`src/rdm_pkg.sv`:
```
// Shared types, constants and index tables for the reduced density matrix accumulator.
package rdm_pkg;

  localparam int AMP_WIDTH_DEF  = 16;
  localparam int MAX_QUBITS_DEF = 40;
  localparam int ACC_WIDTH_DEF  = 48;

  localparam int COUNT_W     = 40;
  localparam int QUBIT_W     = 6;
  localparam int REG_ADDR_W  = 4;
  localparam int ENTRY_COUNT = 10;
  localparam int ENTRY_IDX_W = $clog2(ENTRY_COUNT);

  localparam logic [1:0] REG_PAIR_MODE    = 2'd0;
  localparam logic [1:0] REG_QUBIT_FIRST  = 2'd1;
  localparam logic [1:0] REG_QUBIT_SECOND = 2'd2;
  localparam logic [1:0] REG_QUBIT_TOTAL  = 2'd3;

  typedef enum logic [1:0] {
    STATUS_OK    = 2'd0,
    STATUS_COUNT = 2'd1,
    STATUS_RANGE = 2'd2,
    STATUS_SAME  = 2'd3
  } status_t;

  typedef struct packed {
    logic    wr;
    logic    pair;
    status_t status;
  } snap_t;

  // Upper-triangle storage slot for each matrix position, row order.
  localparam logic [ENTRY_IDX_W-1:0] TRI_INDEX [4][4] = '{
    '{4'd0, 4'd1, 4'd2, 4'd3},
    '{4'd1, 4'd4, 4'd5, 4'd6},
    '{4'd2, 4'd5, 4'd7, 4'd8},
    '{4'd3, 4'd6, 4'd8, 4'd9}
  };
  localparam logic [1:0] TRI_ROW [ENTRY_COUNT] = '{
    2'd0, 2'd0, 2'd0, 2'd0, 2'd1, 2'd1, 2'd1, 2'd2, 2'd2, 2'd3
  };
  localparam logic [1:0] TRI_COL [ENTRY_COUNT] = '{
    2'd0, 2'd1, 2'd2, 2'd3, 2'd1, 2'd2, 2'd3, 2'd2, 2'd3, 2'd3
  };

  // Slots that belong to the 2x2 matrix.
  function automatic logic single_entry(input logic [ENTRY_IDX_W-1:0] t);
    return t inside {4'd0, 4'd1, 4'd4};
  endfunction

endpackage

```
`src/rdm_readout.sv`:
```
// Matrix snapshot bank and row-by-row result sequencer with Q1.30 conversion.
module rdm_readout #(
  parameter int AMP_WIDTH = rdm_pkg::AMP_WIDTH_DEF,
  parameter int ACC_WIDTH = rdm_pkg::ACC_WIDTH_DEF
) (
  input  logic                 clk,
  input  logic                 rst_n,
  input  rdm_pkg::snap_t       snap,
  input  logic [ACC_WIDTH-1:0] snap_re [rdm_pkg::ENTRY_COUNT],
  input  logic [ACC_WIDTH-1:0] snap_im [rdm_pkg::ENTRY_COUNT],
  output logic                 busy,
  output logic                 out_valid,
  input  logic                 out_ready,
  output logic [1:0]           out_row_index,
  output logic [1:0]           out_col_index,
  output logic signed [31:0]   out_entry_real,
  output logic signed [31:0]   out_entry_imag,
  output logic [1:0]           out_status,
  output logic                 out_result_last
);
  import rdm_pkg::*;

  localparam int SHIFT = 2 * AMP_WIDTH - 32;
  localparam int SHL   = (SHIFT < 0) ? -SHIFT : 0;
  localparam int SHR   = (SHIFT > 0) ? SHIFT : 0;
  localparam int WIDE  = ACC_WIDTH + 1 + SHL;

  logic [ACC_WIDTH-1:0] bank_re_r [ENTRY_COUNT];
  logic [ACC_WIDTH-1:0] bank_im_r [ENTRY_COUNT];

  logic       busy_r;
  logic       pair_r;
  status_t    status_r;
  logic [1:0] row_r;
  logic [1:0] col_r;

  logic              out_valid_r;
  logic [1:0]        out_row_r;
  logic [1:0]        out_col_r;
  logic [31:0]       out_re_r;
  logic [31:0]       out_im_r;
  status_t           out_status_r;
  logic              out_last_r;

  logic                   load;
  logic                   err;
  logic                   last_entry;
  logic [1:0]             dim_max;
  logic [ENTRY_IDX_W-1:0] slot;
  logic signed [WIDE-1:0] re_ext;
  logic signed [WIDE-1:0] im_base;
  logic signed [WIDE-1:0] im_ext;

  // Align to 30 fraction bits, then saturate to 32 bits.
  function automatic logic [31:0] to_q30(input logic signed [WIDE-1:0] v);
    logic signed [WIDE-1:0] sh;
    logic [WIDE-32:0]       top;
    sh  = (v <<< SHL) >>> SHR;
    top = sh[WIDE-1:31];
    if ((&top) || !(|top)) begin
      return sh[31:0];
    end
    return {sh[WIDE-1], {31{~sh[WIDE-1]}}};
  endfunction

  assign dim_max    = pair_r ? 2'd3 : 2'd1;
  assign err        = (status_r != STATUS_OK);
  assign last_entry = (row_r == dim_max) && (col_r == dim_max);
  assign load       = busy_r && (!out_valid_r || out_ready);
  assign slot       = TRI_INDEX[row_r][col_r];

  always_comb begin
    re_ext  = {{(WIDE - ACC_WIDTH){bank_re_r[slot][ACC_WIDTH-1]}}, bank_re_r[slot]};
    im_base = {{(WIDE - ACC_WIDTH){bank_im_r[slot][ACC_WIDTH-1]}}, bank_im_r[slot]};
    im_ext  = (col_r < row_r) ? -im_base : im_base;
  end

  always_ff @(posedge clk) begin
    if (snap.wr) begin
      bank_re_r <= snap_re;
      bank_im_r <= snap_im;
    end
  end

  always_ff @(posedge clk) begin
    if (!rst_n) begin
      busy_r   <= 1'b0;
      pair_r   <= 1'b0;
      status_r <= STATUS_OK;
      row_r    <= 2'd0;
      col_r    <= 2'd0;
    end else if (snap.wr) begin
      busy_r   <= 1'b1;
      pair_r   <= snap.pair;
      status_r <= snap.status;
      row_r    <= 2'd0;
      col_r    <= 2'd0;
    end else if (load) begin
      if (err || last_entry) begin
        busy_r <= 1'b0;
      end else if (col_r == dim_max) begin
        col_r <= 2'd0;
        row_r <= row_r + 2'd1;
      end else begin
        col_r <= col_r + 2'd1;
      end
    end
  end

  always_ff @(posedge clk) begin
    if (!rst_n) begin
      out_valid_r <= 1'b0;
    end else if (load) begin
      out_valid_r <= 1'b1;
    end else if (out_ready) begin
      out_valid_r <= 1'b0;
    end
  end

  always_ff @(posedge clk) begin
    if (load) begin
      if (err) begin
        out_row_r    <= 2'd0;
        out_col_r    <= 2'd0;
        out_re_r     <= 32'd0;
        out_im_r     <= 32'd0;
        out_status_r <= status_r;
        out_last_r   <= 1'b1;
      end else begin
        out_row_r    <= row_r;
        out_col_r    <= col_r;
        out_re_r     <= to_q30(re_ext);
        out_im_r     <= to_q30(im_ext);
        out_status_r <= STATUS_OK;
        out_last_r   <= last_entry;
      end
    end
  end

  assign busy            = busy_r;
  assign out_valid       = out_valid_r;
  assign out_row_index   = out_row_r;
  assign out_col_index   = out_col_r;
  assign out_entry_real  = out_re_r;
  assign out_entry_imag  = out_im_r;
  assign out_status      = out_status_r;
  assign out_result_last = out_last_r;

`ifndef ASSERT_OFF
  a_error_is_last: assert property (@(posedge clk) disable iff (!rst_n)
    out_valid_r && (out_status_r != STATUS_OK) |-> out_last_r)
    else $error("error result not marked last");
  a_busy_ends_on_last: assert property (@(posedge clk) disable iff (!rst_n)
    $fell(busy_r) |-> out_valid_r && out_last_r)
    else $error("sequencer stopped before the final result");
  a_no_overwrite: assert property (@(posedge clk) disable iff (!rst_n)
    snap.wr |-> !busy_r)
    else $error("snapshot written while a matrix is still being sent");
`endif

endmodule

```
`config.mk`:
```
export PLATFORM = sky130hd
export DESIGN_NAME = rdm_readout
export DESIGN_NICKNAME = d
export VERILOG_FILES = /design/src/rdm_pkg.sv /design/src/rdm_readout.sv
export SDC_FILE = /design/constraint.sdc
export NUM_CORES = 1
export LEC_CHECK = 0
export BUFFER_PORTS_ARGS = -buffer_cell sky130_fd_sc_hd__buf_4
export CORE_AREA = 2 2 405 407
export DETAILED_ROUTE_END_ITERATION = 6
export DIE_AREA = 0 0 407 409
export PLACE_DENSITY = 0.42
export SYNTH_ARGS = -nofsm -noshare
export SYNTH_HDL_FRONTEND = slang
export SYNTH_SLANG_ARGS = --single-unit
```
`constraint.sdc`:
```
create_clock -name clk -period 8.1 [get_ports clk]
set_clock_uncertainty 0.1 [all_clocks]
set_input_delay 0.405 -clock clk [delete_from_list [all_inputs] [get_ports clk]]
set_output_delay 0.405 -clock clk [all_outputs]
set_load 0.05 [all_outputs]
```
==> results.md <==
Finish:
- The top cell types in the final layout, fill and taps aside, are sky130_fd_sc_hd__buf_4, sky130_fd_sc_hd__edfxtp_1, sky130_fd_sc_hd__dlygate4sd3_1, sky130_fd_sc_hd__nand2_1, sky130_fd_sc_hd__mux2i_1.
- Leaving out fill and tap cells, the most frequent cell in the layout is sky130_fd_sc_hd__buf_4.
- The synthesis-to-finish area growth is 56.6%.
- The final net count is 5514.
- The footprint of the flip-flops and latches is 31100 sq um.
- The fraction of layout instances using a drive strength above 1 is 0.319.
- The multi-input combinational cells in the finished layout cover a total of 10700 sq um.
- Leaving out filler cells and counting taps, the final layout contains 6872.
- The number of filler instances in the final layout is 15.1k.

Floorplan:
- 1040 I/O pins were placed.
- For this configuration, the core starts out at a cell density of 0.263.
- The vertical die dimension is 409 um.
- After floorplanning, the core was sized to cover 162000 sq um.
- The total die area is 166000 sq um.
- The floorplan has 148 rows.
- The floorplan step set the die width to 407 um.

Clocking:
- After clock tree synthesis, the clock-pin slew on the worst setup and hold paths is 60 ps.
- The worst-skew pair later-pin latency is 780 ps.
- The clock drives 1040 sinks.
- The root buffer cell chosen for the clock tree is sky130_fd_sc_hd__clkbuf_16.
- The TritonCTS clock tree is done.
- The buffer count from post-CTS setup fixing is 0.
- After clock tree synthesis, the flow added hold-fix buffers numbering 968.
- CTS built an H-tree with a depth of 3.
- Buffers inserted during clock tree synthesis total 120.
- Gates resized during post-CTS repair numbered 0.
- The maximum clock path buffer count is 3.

Route:
- The wire length per cell after detailed routing is 27.6 um.
- The total via count in the routed design is 31.6k.
- After detailed routing, the number of remaining DRC violations is 3.
- After detailed routing, the number of vias per cell comes to 4.60.
- The first-pass iteration count of the detailed router is 7.
- Once detail routing completed, the nets flagged for antenna violations numbered 0.
- The routed design has 190000 um of wire.
- The first routing iteration left 2249 violations.

Synth:
- Counting flops with an async set or reset pin after synthesis yields a share of 0.
- Ranked by total cell area, the synthesized netlist is headed by sky130_fd_sc_hd__edfxtp_1, sky130_fd_sc_hd__mux4_2, sky130_fd_sc_hd__mux2i_1.
- Of the post-synthesis cell area, the dominant cell type holds 0.728.
- Of the synthesized area, sequential elements account for 0.732.
- The count of unique library cells instantiated by Yosys is 86.
- The count of yosys warnings during synthesis is 0.
- The net count after synthesis is 3475.
- The number of register bits inferred by synthesis is 1040.
- The post-synthesis area per instance is 17.0 sq um.
- The post-synthesis cell area is 42600 sq um.
- Among all flip-flop cells after synthesis, the most frequent one is sky130_fd_sc_hd__edfxtp_1.
- Of all cell types, the one taking the most synthesized area is sky130_fd_sc_hd__edfxtp_1.
- Synthesis produced 2502 cells.
- The number of synthesized flops with an enable pin is 1031.

STA:
- The count of pins over their slew limit is 0.
- Dividing the final minimum period by the clock period gives 0.909.
- The final number of setup-violating endpoints is 0.
- The pin slew with the least headroom to its limit is 1220 ps.
- The worst path needs 7360 ps of the cycle, external delays included.
- Timing would allow up to 136 MHz.
- Across all hold checks on the routed design, the worst slack comes to 60.1 ps.
- The number of hold violations in the final report is 0.
- Headroom to the max-slew limit came out at 0.186.
- Setup repair after global routing left no endpoint under its margin.
- In the post-route analysis, the smallest setup slack over all paths is 736 ps.
- For the final routed database, the setup TNS stands at 0 ps.

Worst setup path:
- The startpoint identified for the worst register-to-register timing path is row_r[1]$_SDFFE_PP0P_.
- The critical path starts at row_r[1]$_SDFFE_PP0P_.
- The data required time at the worst endpoint is 8450 ps.
- The depth of the worst register-to-register path is 20.
- The worst setup path is captured at a register.
- The worst register-to-register path ends at out_entry_imag[24]$_SDFFCE_PP0P_.
- Traced cell by cell, the critical path runs through buf_4 -> ha_1 -> mux2i_4 -> buf_4 -> mux2_2 -> nand2_1 -> a211oi_1 -> nor3_1 -> buf_4 -> ha_1 -> a21boi_0 -> nand4_1 -> and4bb_1 -> a311oi_1 -> a21o_1 -> or4_1 -> nor4_2 -> or3_1 -> buf_4 -> o31ai_2.
- The startpoint type of the worst setup path is a register.
- The most prevalent standard cell on the critical path is sky130_fd_sc_hd__buf_4.
- Along the worst path, the maximum fanout reaches 33.
- In this design, the stage delay of the slowest critical-path cell is 920 ps.
- The worst path arrival time is 7710 ps.
- The worst setup path category is reg2reg.
- The setup slack on the worst flop-to-flop path is 740 ps.
- The largest individual stage delay along the critical path comes from the cell sky130_fd_sc_hd__nand2_1.

Power and ir drop:
- Of the total power, registers draw 0.485.
- The post-route total power is 13.6 mW.
- The worst-case IR drop observed on VDD is 0.000176 V.
- The fraction of power spent switching nets is 0.245.
- The combinational share of power is 0.127.
- The fraction of power consumed by the clock network is 0.388.
- The total internal power is 10.2 mW.
- The leakage component of the power is 25.3 nW.
- The power density over the cells is 204 nW/um^2.
- For this design the total switching power over the nets is 3.32 mW.

Placed design:
- Routability-driven placement finished with a final weighted congestion of 0.854.
- Timing analysis after detailed placement gives a worst setup slack of 747 ps.
- Including well taps, the total number of placed cells is 5626.
- The number of buffer cells added on primary ports is 1039.
- The estimated wirelength of the detail-placed design is 141000 um.

Hold path:
- The worst hold path begins at snap[3].
- The sink of the worst hold path is bank_im_r[219]$_DFFE_PP_.
- The path category of the worst min-delay check is in2reg.
- The cell count of the worst hold path is 1.

Global route:
- Across every metal layer, demand over resource in global routing totals 0.222.
- The total overflow left after global routing is 0.
- Entering global routing, the biggest net connects 184 pins.
- The wire length of the first global-routing pass is 259000 um.
- The number of antenna violations at the first check in global routing is 89.
- The via count of the first global-routing pass is 33.9k.

Job:
- Max-cap violations in this run came to 0.

Run status:
- The final reports fail on design-rule violations.
- The run finished, with violations left.
-- synth_stat cells, types with 7 or more instances --
library cell / count
sky130_fd_sc_hd__nand4_1: 11
sky130_fd_sc_hd__and3b_1: 11
sky130_fd_sc_hd__nor3b_1: 11
sky130_fd_sc_hd__o21ai_1: 8
sky130_fd_sc_hd__inv_1: 20
sky130_fd_sc_hd__mux2_2: 25
sky130_fd_sc_hd__mux2i_1: 149
sky130_fd_sc_hd__clkbuf_1: 70
sky130_fd_sc_hd__o21ai_0: 55
sky130_fd_sc_hd__buf_2: 47
sky130_fd_sc_hd__xnor2_1: 23
sky130_fd_sc_hd__a21oi_1: 103
sky130_fd_sc_hd__nand2_1: 293
sky130_fd_sc_hd__nor2_1: 46
sky130_fd_sc_hd__a211oi_1: 32
sky130_fd_sc_hd__o32ai_1: 9
sky130_fd_sc_hd__o32a_1: 8
sky130_fd_sc_hd__edfxtp_1: 1031
sky130_fd_sc_hd__mux4_2: 123
sky130_fd_sc_hd__buf_1: 16
sky130_fd_sc_hd__a221oi_1: 29
sky130_fd_sc_hd__o211ai_1: 22
sky130_fd_sc_hd__o221ai_1: 9
sky130_fd_sc_hd__or3_1: 9
sky130_fd_sc_hd__nand2b_1: 12
sky130_fd_sc_hd__dfxtp_1: 9
sky130_fd_sc_hd__buf_4: 12
sky130_fd_sc_hd__and2_1: 9
sky130_fd_sc_hd__nor4_1: 8
sky130_fd_sc_hd__o22ai_1: 45
sky130_fd_sc_hd__nand3b_1: 7
sky130_fd_sc_hd__a31oi_1: 15
sky130_fd_sc_hd__nand3_1: 14
sky130_fd_sc_hd__xor2_1: 23
sky130_fd_sc_hd__o31ai_2: 25
sky130_fd_sc_hd__o31ai_1: 13
sky130_fd_sc_hd__nor3_1: 25
sky130_fd_sc_hd__buf_6: 10
-- cell type report --
class,count,share of cell area
Antenna cell,53,0.00199
Clock buffer,148,0.0470
Clock inverter,77,0.00935
Inverter,20,0.00116
Multi-Input combinational cell,1287,0.161
Sequential cell,1040,0.467
Tap cell,2175,0.0408
Timing Repair Buffer,2072,0.271
-- routing by layer --
layer	track usage	wire, um	up-vias
met5	0	408	-
met4	0.0465	3740	66
met3	0.0552	12200	284
met2	0.402	98900	1112
met1	0.264	74300	16000
li1	-	-	14200
-- worst max-delay path, delay by kind of cell (launching register included) --
kind	cells	cell delay, ps
AND/OR/NAND/NOR	7	3270
multiplexers	2	770
adder cells (fa/ha/maj)	2	540
flip-flops	1	310
buffers and inverters	4	1190
AO/OA/AOI/OAI	5	800
-- state kept, by name, indices dropped and copies added, names as in the netlist --
| signal | count |
|---|---|
| out_entry_real | 32 |
| out_result_last | 1 |
| out_valid | 1 |
| out_entry_imag | 32 |
| row_r | 2 |
| busy | 1 |
| col_r | 2 |
| out_status | 2 |
| out_row_index | 2 |
| bank_im_r | 480 |
| pair_r | 1 |
| out_col_index | 2 |
| bank_re_r | 480 |
| status_r | 2 |
-- worst max-delay path by stage --
| stage | endpoint | slack (ps) |
|---|---|---|
| 6_report | out_entry_imag[24]$_SDFFCE_PP0P_ | 740 |
| 3_5_place_dp | out_entry_imag[4]$_SDFFCE_PP0P_ | 750 |
| 5_1_grt | out_entry_imag[4]$_SDFFCE_PP0P_ | 420 |
| 3_3_place_gp | out_entry_imag[2]$_SDFFCE_PP0P_ | 700 |
| 2_1_floorplan | out_entry_imag[2]$_SDFFCE_PP0P_ | 2380 |
| 4_1_cts | out_entry_imag[24]$_SDFFCE_PP0P_ | 740 |
-- cells by family (layout without fill, tap and decap cells) --
| family | Yosys count | after routing | synth area share |
|---|---|---|---|
| DFF | 1040 | 1040 | 0.732 |
| and+or+nand+nor | 498 | 498 | 0.0553 |
| AOI/OAI and AO/OA | 434 | 434 | 0.0726 |
| muxes | 302 | 302 | 0.109 |
| buffers and inverters | 175 | 2317 | 0.0196 |
| xor gates and xnor gates | 47 | 47 | 0.00985 |
| adders and majority gates | 6 | 6 | 0.00176 |
| other | 0 | 53 | 0 |
-- power groups by stage --
stage | clock network (mW) | registers [mW] | logic (mW)
finish | 5.26 | 6.58 | 1.73
global route | 5.59 | 6.62 | 1.84
CTS | 5.40 | 6.59 | 1.75
detailed placement | 0 | 6.70 | 1.29
global placement | 0 | 6.70 | 1.29
floorplan | 0 | 6.70 | 0.430
-- through the flow --
step,utilization,instance area [sq um]
floorplan,-,42600
global placement,0.327,53100
detailed placement,0.327,53100
CTS,0.410,66500
global route,0.411,66600
finish,0.411,66600
Note: power is estimated with default switching activity, not from simulation.
